===== config.mk =====
export PLATFORM = sky130hd
export DESIGN_NAME = bounded_varint_stream_writer
export DESIGN_NICKNAME = d
export VERILOG_FILES = /design/src/rtl/core/bvsw_pkg.sv /design/src/rtl/core/bvsw_ctrl.sv /design/src/rtl/core/bvsw_dp.sv /design/src/rtl/core/bounded_varint_stream_writer.sv
export SDC_FILE = /design/constraint.sdc
export NUM_CORES = 1
export LEC_CHECK = 0
export BUFFER_PORTS_ARGS = -buffer_cell sky130_fd_sc_hd__buf_4
export CAP_MARGIN = 0
export CORE_MARGIN = 5
export CORE_UTILIZATION = 55
export CTS_CLUSTER_SIZE = 25
export DETAILED_ROUTE_END_ITERATION = 7
export PLACE_DENSITY = 0.82
export SLEW_MARGIN = 20
export SYNTH_ARGS = -nofsm -noshare
export SYNTH_HDL_FRONTEND = slang
export SYNTH_SLANG_ARGS = --single-unit

===== constraint.sdc =====
create_clock -name clk -period 6.2 [get_ports clk]
set_input_delay 0.62 -clock clk [delete_from_list [all_inputs] [get_ports clk]]
set_output_delay 0.62 -clock clk [all_outputs]
set_load 0.02 [all_outputs]

===== src/rtl/core/bvsw_pkg.sv =====
// Shared types and constants for the bounded varint stream writer.
// No dependencies; imported by the controller, the datapath and the top level.
package bvsw_pkg;

	localparam logic [7:0] SIGN_BIT  = 8'h40;
	localparam logic [7:0] LOW6_MASK = 8'h3F;
	localparam logic [7:0] CONT_BIT  = 8'h80;
	localparam logic [7:0] LOW7_MASK = 8'h7F;

	localparam logic [31:0] CAPACITY_RESET = 32'd4096;

	// Commands from the controller to the datapath
	typedef struct packed {
		logic load;   // capture the input value
		logic check;  // latch length for the emit sequence
		logic emit;   // put the next encoded byte in the output register
		logic fail;   // put the no-space result in the output register
	} bvsw_cmd_t;

	// Status from the datapath to the controller
	typedef struct packed {
		logic fits;       // encoding fits between position and capacity
		logic last_byte;  // the byte about to be emitted is the final one
		logic out_free;   // output register can take a beat this cycle
	} bvsw_sts_t;

endpackage


===== src/rtl/core/bvsw_ctrl.sv =====
// Controller state machine for the bounded varint stream writer.
// Depends on bvsw_pkg for the command and status structs.
module bvsw_ctrl (
	input  logic                clk,
	input  logic                arst_n,
	input  logic                in_valid,
	output logic                in_stall,
	input  bvsw_pkg::bvsw_sts_t sts,
	output bvsw_pkg::bvsw_cmd_t cmd
);
	import bvsw_pkg::*;

	localparam logic [1:0] ST_IDLE  = 2'd0;
	localparam logic [1:0] ST_CHECK = 2'd1;
	localparam logic [1:0] ST_EMIT  = 2'd2;
	localparam logic [1:0] ST_FAIL  = 2'd3;

	logic [1:0] state_q;
	logic [1:0] state_d;

	assign in_stall  = (state_q != ST_IDLE);
	assign cmd.load  = (state_q == ST_IDLE) && in_valid;
	assign cmd.check = (state_q == ST_CHECK);
	assign cmd.emit  = (state_q == ST_EMIT) && sts.out_free;
	assign cmd.fail  = (state_q == ST_FAIL) && sts.out_free;

	always_comb begin
		state_d = state_q;
		unique case (state_q)
			ST_IDLE: begin
				if (in_valid) state_d = ST_CHECK;
			end
			ST_CHECK: begin
				state_d = sts.fits ? ST_EMIT : ST_FAIL;
			end
			ST_EMIT: begin
				// advance to idle once the final byte has gone out
				if (sts.out_free && sts.last_byte) state_d = ST_IDLE;
			end
			ST_FAIL: begin
				if (sts.out_free) state_d = ST_IDLE;
			end
			default: state_d = ST_IDLE;
		endcase
	end

	always_ff @(posedge clk or negedge arst_n) begin
		if (!arst_n) begin
			state_q <= ST_IDLE;
		end else begin
			state_q <= state_d;
		end
	end

	a_emit_needs_room: assert property (@(posedge clk) disable iff (!arst_n)
		(cmd.emit || cmd.fail) |-> sts.out_free)
		else $error("result loaded while the output register was occupied");

	a_last_returns_idle: assert property (@(posedge clk) disable iff (!arst_n)
		(cmd.emit && sts.last_byte) |=> (state_q == ST_IDLE))
		else $error("controller did not return to idle after the final byte");

	a_check_once: assert property (@(posedge clk) disable iff (!arst_n)
		cmd.load |=> (state_q == ST_CHECK) && in_stall)
		else $error("accepted item did not proceed to the fit check");

endmodule


===== src/rtl/core/bvsw_dp.sv =====
// Datapath of the bounded varint stream writer: magnitude, length, fit test,
// byte assembly, write position, capacity and the output register. Uses bvsw_pkg.
module bvsw_dp #(
	parameter int VALUE_WIDTH = 32
) (
	input  logic                          clk,
	input  logic                          arst_n,
	input  logic signed [VALUE_WIDTH-1:0] value,
	input  logic                          cfg_valid,
	input  logic                          cfg_ready,
	input  logic [31:0]                   cfg_data,
	input  logic                          out_stall,
	output logic                          out_valid,
	output logic [7:0]                    out_byte,
	output logic [31:0]                   byte_offset,
	output logic                          last,
	output logic                          status,
	output logic                          overflow_seen,
	input  bvsw_pkg::bvsw_cmd_t           cmd,
	output bvsw_pkg::bvsw_sts_t           sts
);
	import bvsw_pkg::*;

	localparam int MAX_LEN = 1 + VALUE_WIDTH / 7;
	localparam int LEN_W   = $clog2(MAX_LEN + 1);

	logic [VALUE_WIDTH-1:0] mag_q;
	logic                   sign_q;
	logic [LEN_W-1:0]       rem_q;
	logic                   first_q;
	logic [31:0]            pos_q;
	logic [31:0]            cap_q;
	logic                   ovf_q;

	logic [VALUE_WIDTH-1:0] in_mag;
	logic [MAX_LEN-1:0]     chunk_nz;
	logic [LEN_W-1:0]       len;
	logic [32:0]            end_pos;
	logic                   cont;
	logic [7:0]             enc_byte;

	logic                   out_valid_q;
	logic [7:0]             out_byte_q;
	logic [31:0]            byte_offset_q;
	logic                   last_q;
	logic                   status_q;
	logic                   overflow_q;

	// the most negative value negates to itself, which reads as 2^(W-1) unsigned
	assign in_mag = value[VALUE_WIDTH-1] ? (~value + 1'b1) : value;

	// chunk k is nonzero when any bit at or above its start is set; the flags are
	// monotonic, so their count gives the number of bytes after the first
	always_comb begin
		chunk_nz = '0;
		for (int k = 1; k < MAX_LEN; k++) begin
			chunk_nz[k] = |(mag_q >> (6 + 7 * (k - 1)));
		end
	end

	assign len     = LEN_W'(1) + LEN_W'($countones(chunk_nz));
	assign end_pos = {1'b0, pos_q} + 33'(len);

	assign sts.fits      = (end_pos <= {1'b0, cap_q});
	assign sts.last_byte = (rem_q == LEN_W'(1));
	assign sts.out_free  = !out_valid_q || !out_stall;

	assign cont = !sts.last_byte;

	always_comb begin
		if (first_q) begin
			enc_byte = (mag_q[7:0] & LOW6_MASK) | (sign_q ? SIGN_BIT : 8'h00);
		end else begin
			enc_byte = mag_q[7:0] & LOW7_MASK;
		end
		if (cont) enc_byte = enc_byte | CONT_BIT;
	end

	// item and encoder state
	always_ff @(posedge clk) begin
		if (cmd.load) begin
			mag_q  <= in_mag;
			sign_q <= value[VALUE_WIDTH-1];
		end else if (cmd.emit) begin
			mag_q <= first_q ? (mag_q >> 6) : (mag_q >> 7);
		end
		if (cmd.check) begin
			rem_q   <= len;
			first_q <= 1'b1;
		end else if (cmd.emit) begin
			rem_q   <= rem_q - LEN_W'(1);
			first_q <= 1'b0;
		end
	end

	always_ff @(posedge clk or negedge arst_n) begin
		if (!arst_n) begin
			pos_q <= '0;
			cap_q <= CAPACITY_RESET;
			ovf_q <= 1'b0;
		end else begin
			if (cfg_valid && cfg_ready) cap_q <= cfg_data;
			if (cmd.emit) pos_q <= pos_q + 32'd1;
			if (cmd.fail) ovf_q <= 1'b1;
		end
	end

	// output register: hold while stalled, drop once taken
	always_ff @(posedge clk or negedge arst_n) begin
		if (!arst_n) begin
			out_valid_q <= 1'b0;
		end else if (cmd.emit || cmd.fail) begin
			out_valid_q <= 1'b1;
		end else if (!out_stall) begin
			out_valid_q <= 1'b0;
		end
	end

	always_ff @(posedge clk) begin
		if (cmd.emit) begin
			out_byte_q    <= enc_byte;
			byte_offset_q <= pos_q;
			last_q        <= !cont;
			status_q      <= 1'b0;
			overflow_q    <= ovf_q;
		end else if (cmd.fail) begin
			out_byte_q    <= 8'h00;
			byte_offset_q <= pos_q;
			last_q        <= 1'b1;
			status_q      <= 1'b1;
			overflow_q    <= 1'b1;
		end
	end

	assign out_valid     = out_valid_q;
	assign out_byte      = out_byte_q;
	assign byte_offset   = byte_offset_q;
	assign last          = last_q;
	assign status        = status_q;
	assign overflow_seen = overflow_q;

	a_fail_is_final: assert property (@(posedge clk) disable iff (!arst_n)
		(out_valid_q && status_q) |-> (last_q && overflow_q && (out_byte_q == 8'h00)))
		else $error("no-space beat must be final, flagged and carry a zero byte");

	a_pos_steps: assert property (@(posedge clk) disable iff (!arst_n)
		cmd.emit |=> (pos_q == $past(pos_q) + 32'd1))
		else $error("write position did not advance by one per emitted byte");

	a_fail_keeps_pos: assert property (@(posedge clk) disable iff (!arst_n)
		cmd.fail |=> $stable(pos_q) && ovf_q)
		else $error("failed write moved the position or missed the overflow flag");

endmodule


===== src/rtl/core/bounded_varint_stream_writer.sv =====
// Bounded sign-magnitude varint stream writer. Takes one VALUE_WIDTH-bit
// two's complement value per beat and emits its 1 to 1+VALUE_WIDTH/7 encoded
// bytes (1 to 5 for 32 bits), one byte per beat, each with its buffer offset;
// when the encoding does not fit within the capacity a single no-space beat
// is emitted instead and the sticky overflow flag is set. Items are handled
// one at a time: each is captured, tested for fit, then its bytes go out
// one after another through the single output register that the byte
// emitter feeds, which holds a byte while the output is stalled. The
// capacity register is written over the cfg channel, which is always ready;
// write it only while the block is idle.
module bounded_varint_stream_writer #(
	parameter int VALUE_WIDTH = 32
) (
	input  logic                          clk,
	input  logic                          arst_n,
	input  logic                          in_valid,
	output logic                          in_stall,
	input  logic signed [VALUE_WIDTH-1:0] value,
	output logic                          out_valid,
	input  logic                          out_stall,
	output logic [7:0]                    out_byte,
	output logic [31:0]                   byte_offset,
	output logic                          last,
	output logic                          status,
	output logic                          overflow_seen,
	input  logic                          cfg_valid,
	output logic                          cfg_ready,
	input  logic [31:0]                   cfg_data
);
	import bvsw_pkg::*;

	bvsw_cmd_t cmd;
	bvsw_sts_t sts;

	assign cfg_ready = 1'b1;

	bvsw_ctrl u_ctrl (
		.clk      (clk),
		.arst_n   (arst_n),
		.in_valid (in_valid),
		.in_stall (in_stall),
		.sts      (sts),
		.cmd      (cmd)
	);

	bvsw_dp #(
		.VALUE_WIDTH (VALUE_WIDTH)
	) u_dp (
		.clk           (clk),
		.arst_n        (arst_n),
		.value         (value),
		.cfg_valid     (cfg_valid),
		.cfg_ready     (cfg_ready),
		.cfg_data      (cfg_data),
		.out_stall     (out_stall),
		.out_valid     (out_valid),
		.out_byte      (out_byte),
		.byte_offset   (byte_offset),
		.last          (last),
		.status        (status),
		.overflow_seen (overflow_seen),
		.cmd           (cmd),
		.sts           (sts)
	);

endmodule


* After elaboration in Yosys (flattened, before gate mapping)
Cells that the tools add are included.
** Cells by class
- Bitwise operators :: 2
- Mux-type cells :: 23
- $add $sub $neg :: 8
- $lt $le $gt $ge :: 1
- Reduce and logical (&&, ||, !) cells :: 18
- Equal/unequal tests :: 8
** Operator list (number)
- $mux W32 :: 5
- $add A32 B1 Y32 const B :: 2
- $add A32 B3 Y33 :: 1
- $le A33 B32 Y1 :: 1
- $mux W8 :: 4
- $not A32 Y32 :: 1
- $mux W26 :: 1
- $reduce_or A26 Y1 :: 1
- $reduce_or A19 Y1 :: 1
- $reduce_or A12 Y1 :: 1
- $or A6 B8 Y8 :: 1
- $pmux W2 S4 :: 1
- $reduce_bool A2 Y1 :: 4
- $mux W7 :: 1
- $mux W1 :: 6
- $mux W2 :: 3
- $mux W3 :: 2
- $reduce_or A5 Y1 :: 1
- $eq A2 B2 Y1 const B :: 2
- $logic_and A1 B1 Y1 :: 4
- $ne A2 B1 Y1 const B :: 2
- $ne A2 B2 Y1 const B :: 2
- $add A1 B3 Y3 :: 1
- $add A2 B3 Y3 const A :: 1
- other kinds (9) :: 11
** Storage, ports and cells
- Output and inout bits :: 46
- Input bits :: 69
- Logic and storage cells :: 74
- Register bits after elaboration :: 148

* Longest topological paths before layout
- Depth in word-level cells :: 9
- Gate-level depth with buffers :: 24
- Depth with buffers taken out :: 24

* Cells and area by module
From an unflattened synthesis, not the netlist that was laid out.
** Second synthesis, totals
- Cell total of the unflattened synthesis :: 722
- Area, all modules :: 8079.0 um2
** By module, submodules not included
- bvsw_dp :: cells each 707, area each 7937.6 um2, times used 1, seq. area each 4035.1 um2
- bvsw_ctrl :: cells each 13, area each 130.1 um2, times used 1, seq. area each 50.0 um2
- bounded_varint_stream_writer :: cells each 2, area each 11.3 um2, times used 1, seq. area each 0.0 um2

* Worst setup path after synthesis
Ideal clock, no wire load.
- Path kind :: reg2reg
- Start :: register u_dp.mag_q[28]
- End :: register u_ctrl.state_q[0]
- Slack :: 1.028 ns
- Buffers on the path :: 0
- Stages on the path, launching flop included :: 25
- Period minus slack after synthesis :: 5.172 ns
- Library setup time :: 0.094 ns
- Required time :: 6.106 ns
- Arrival time :: 5.078 ns
- Cells stage by stage :: edfxtp_1 -> or4_1 -> nor2_1 -> and3_1 -> nand3_1 -> ha_1 -> inv_1 -> ha_1 -> inv_1 -> ha_1 -> inv_1 -> fa_1 -> inv_1 -> ha_1 -> a21o_1 -> a21oi_1 -> nor4_2 -> nand3_1 -> xnor2_1 -> ha_1 -> nand4_1 -> nor3_1 -> nor3b_1 -> nor4_1 -> a211oi_1
** On the way
- Word-level cells in the longest chain between the ends :: 9
- Elaborated cells between the ends (all ways) :: 12
- Those cells by class :: 5 x add/sub; 1 x order compare; 2 x mux; 4 x reduce/logical
** Ends and longest elaborated chain
- start: declaration :: line bvsw_dp.sv:27 : logic [VALUE_WIDTH-1:0] mag_q;
- start signal: assignment :: line bvsw_dp.sv:82 : mag_q <= in_mag;
- start signal: assignment :: line bvsw_dp.sv:85 : mag_q <= first_q ? (mag_q >> 6) : (mag_q >> 7);
- $reduce_or A19 Y1 / $reduce_or A12 Y1 (equally long branches) :: line bvsw_dp.sv:57 : chunk_nz[k] = |(mag_q >> (6 + 7 * (k - 1)));
- $add A1 B1 Y2 (implied by the code) :: line bvsw_dp.sv:61 : assign len = LEN_W'(1) + LEN_W'($countones(chunk_nz));
- $add A1 B3 Y3 (implied by the code) :: line bvsw_dp.sv:61
- $add A3 B1 Y3 (implied by the code) (*) :: line bvsw_dp.sv:61
- $add A2 B3 Y3 (*) :: line bvsw_dp.sv:61
- $add A32 B3 Y33 (*) :: line bvsw_dp.sv:62 : assign end_pos = {1'b0, pos_q} + 33'(len);
- $le A33 B32 Y1 (*) :: line bvsw_dp.sv:64 : assign sts.fits = (end_pos <= {1'b0, cap_q});
- $mux W1 (*) :: line bvsw_ctrl.sv:34 : state_d = sts.fits ? ST_EMIT : ST_FAIL;
- $pmux W2 S4 (*) :: line bvsw_ctrl.sv:29 : unique case (state_q)
- end signal: assignment :: line bvsw_ctrl.sv:51 : state_q <= state_d;
- end: declaration :: line bvsw_ctrl.sv:18 : logic [1:0] state_q;
Every way passes the cells marked *; elsewhere a longest branch is shown, timed or not.
A chain may end at the register's enable or synchronous reset.

* Worst setup path after layout
- Start :: register u_dp.mag_q[29]
- End :: register u_ctrl.state_q[0]
The elaborated chain is that of the path after synthesis.

==> results.toml <==
[run_status]
status = "completed"

[setup_path]
worst-setup-path-type = "flip-flop to flip-flop"
startpoint_type = "flip-flop"
slowest_stage = "or4_1"
worstSetupEndpointType = "flip-flop"
cp.required_ns = 6.50
arrival_ns = 5.97
cpPeakStageDelay_ns = 0.51
cp_max_fo = 7
worst_path_most_repeated_cell = "ha_1"
path_cells = "or4_1 -> nor2_1 -> and3_1 -> nand3_1 -> ha_1 -> inv_1 -> ha_1 -> inv_1 -> ha_1 -> inv_1 -> fa_1 -> fa_1 -> nor2b_1 -> or2_2 -> nand2_1 -> nor4_1 -> xor2_1 -> ha_1 -> nand4_1 -> and3_1 -> o21ai_0 -> a211oi_1 -> a211oi_1"

[sta]
fin_crit_ns = 5.67
tns_ns = 0
period_share = 0.915
finalSetupViolations = 0
slew_violations = 0
worst_pin_slew_ns = 1.03
skew_ns = 0.00674
max_freq_mhz = 176
hold_ws_ns = 0.305
rsz0062_at_grt = "false"
relSlewSlack = 0.313
hold_violations = 0

[detailed_routing]
drtAntennaViolNets = 0
drtPass1Iterations = 5
via_per_inst = 5.69
wirelength_um = 18200
first_iter_violations = 405
num_vias = 6199
wl_per_cell_um = 16.7
drc = 0

[placement]
postPlaceCellArea_um2 = 9140
port_buffers = 113
dp_hpwl_um = 13200
gp_congestion = 0.857

[synthesis]
post_synth.cell_area_avg_um2 = 10.3
yosysSeqAreaShare = 0.499
synth_fa_ha_area_frac = 0.0690
synth_xor_area_frac = 0.0941
yosys.area_share.simple = 0.168
synthCells = 795
synth_seq_cells = 148
synthMuxAreaShare = 0.0124
synthFlopType = "edfxtp_1"
syn_area_um2 = 8190
synth_edf_count = 78
async_flop_share = 0.459
synth_compound_area_frac = 0.111
synth_top_family_by_area = "simple AND/OR/NAND/NOR gates"
yosysUniqueCellTypes = 55
syn_nets = 908
yosysWarnings = 0

[die]
io_pins = 115
core_um2 = 14600
dieWidth_um = 132
placementRows = 44
die-area_um2 = 17400
die_h_um = 132
initial_core_util = 0.562

[layout]
nNetsFinal = 1006
drive_gt1_frac = 0.189
final_area_um2 = 9740
utilization = 0.667
n_antenna_cell = 0
area_delta_synth_final_pct = 18.8

[clocking]
clock-sinks = 148
hold_buffers = 0
cts_made_buffers = 17
path_clk_slew_ns = 0.06
cts_tree = "built"
clk-insertion-delay-late_ns = 0.42
cts_root_buf = "clkbuf_16"
h-tree-depth = 4
cts_buffer_depth = 2

[grt]
grt_max_degree = 69
grt_pass1_vias = 6206
grt_overflow = 0
track_usage = 0.212
antenna_found_initial = 0
grt_first_pass_wirelength_um = 30200

[pwr]
p_per_area_nw_per_um2 = 398
leakagePower_nw = 4.21
ir_drop_mv = 0.215

[flow_run]
maxCapViolations = 0

[worst_hold_path]
hp-class = "input pin to asynchronous set/reset pin"
-- placed cells by master (no fill, tap or decap), types with 7 or more instances in the layout --
cell,count
edfxtp_1,78
nand4_1,23
nor2_1,30
buf_4,117
mux2i_1,9
or2_2,7
a21oi_1,38
o21ai_0,47
nand2_1,91
xnor2_1,44
dfrtp_1,67
nor4_1,13
ha_1,42
nor2b_1,20
nand3_1,21
inv_1,57
nor3_1,15
a211oi_1,23
clkbuf_16,17
xor2_1,44
and3_1,13
-- Yosys cell counts (15+ instances only) --
cell type,count,area share
nand2_1,91,0.042
xor2_1,44,0.047
nor2b_1,20,0.015
clkbuf_1,28,0.013
edfxtp_1,78,0.29
dfrtp_1,67,0.20
xnor2_1,44,0.047
a21oi_1,39,0.024
o21ai_0,47,0.029
ha_1,42,0.064
nand4_1,23,0.018
nor3_1,15,0.0092
a211oi_1,23,0.021
nand3_1,21,0.013
inv_1,58,0.027
nor2_1,30,0.014
-- sequential cells by signal, summed over array words and instances, names as in the netlist --
| signal | count |
|---|---|
| u_dp.byte_offset | 32 |
| u_dp.cap_q | 32 |
| u_dp.mag_q | 32 |
| u_dp.pos_q | 32 |
| u_dp.out_byte | 8 |
| u_dp.rem_q | 3 |
| u_ctrl.state_q | 2 |
| u_dp.first_q | 1 |
| u_dp.last | 1 |
| u_dp.out_valid | 1 |
| u_dp.overflow_seen | 1 |
| u_dp.ovf_q | 1 |
| u_dp.sign_q | 1 |
| u_dp.status | 1 |
-- metal layers --
layer / global-route usage / vias to the layer above / share of wire
li1: - / 3028 / -
met1: 0.270 / 2971 / 0.43
met2: 0.356 / 165 / 0.50
met3: 0.0565 / 35 / 0.057
met4: 0.0611 / 0 / 0.019
met5: 0 / - / 0
-- report_power, final --
part	total [mW]	internal [mW]	switching (mW)
Clock	1.01	0.595	0.412
Combinational	1.27	0.495	0.779
Sequential	1.59	1.42	0.171
Total	3.88	2.51	1.36
-- cells by family after synthesis --
kind of cell	Yosys count
multiplexers	10
flip-flops	148
AO/OA/AOI/OAI	140
XOR/XNOR	88
AND/OR/NAND/NOR	267
other	1
buffers and inverters	97
adder cells (fa/ha/maj)	44
-- through the flow --
stage	std cells	setup WS [ns]	power, mW
6_report	1090	0.530	3.88
5_1_grt	1090	0.150	4.10
4_1_cts	1090	0.442	3.89
3_5_place_dp	1058	0.459	2.87
3_3_place_gp	1058	0.666	2.82
2_1_floorplan	795	1.03	2.43
-- worst paths after layout --
kind	from	depth (start not counted)	slack (ns)	to
max	u_dp.mag_q[29]	23	0.53	u_ctrl.state_q[0]
min	arst_n	1	0.30	u_dp.cap_q[24]
max reg2reg	u_dp.mag_q[29]	23	0.53	u_ctrl.state_q[0]
min reg2reg	u_dp.status	2	0.47	u_dp.status
max in group asynchronous	arst_n	1	5.32	u_dp.pos_q[23]
min in group clk	cfg_data[19]	3	0.40	u_dp.cap_q[19]
-- critical path, delay by kind of cell, from the launching register on --
kind	cells	cell delay [ns]
buf+inv	3	0.16
compound gates	3	0.55
simple gates	10	2.27
flops	1	0.42
fa+ha+maj	6	1.95
xor+xnor	1	0.22
-- cell type report --
type	instances	area, um2
flip-flops and latches	148	4090
clock inverters	15	158
clock buffers	17	425
inverters	59	221
repair buffers	117	878
fillers	1118	4850
multi-input cells	550	3740
well taps	184	230
-- what timing repair did --
item,4_1_cts,5_1_grt
setup buffers,0,0
resized for setup,0,2
setup endpoints to repair,0,1
Power figures use the tool's default switching activity.
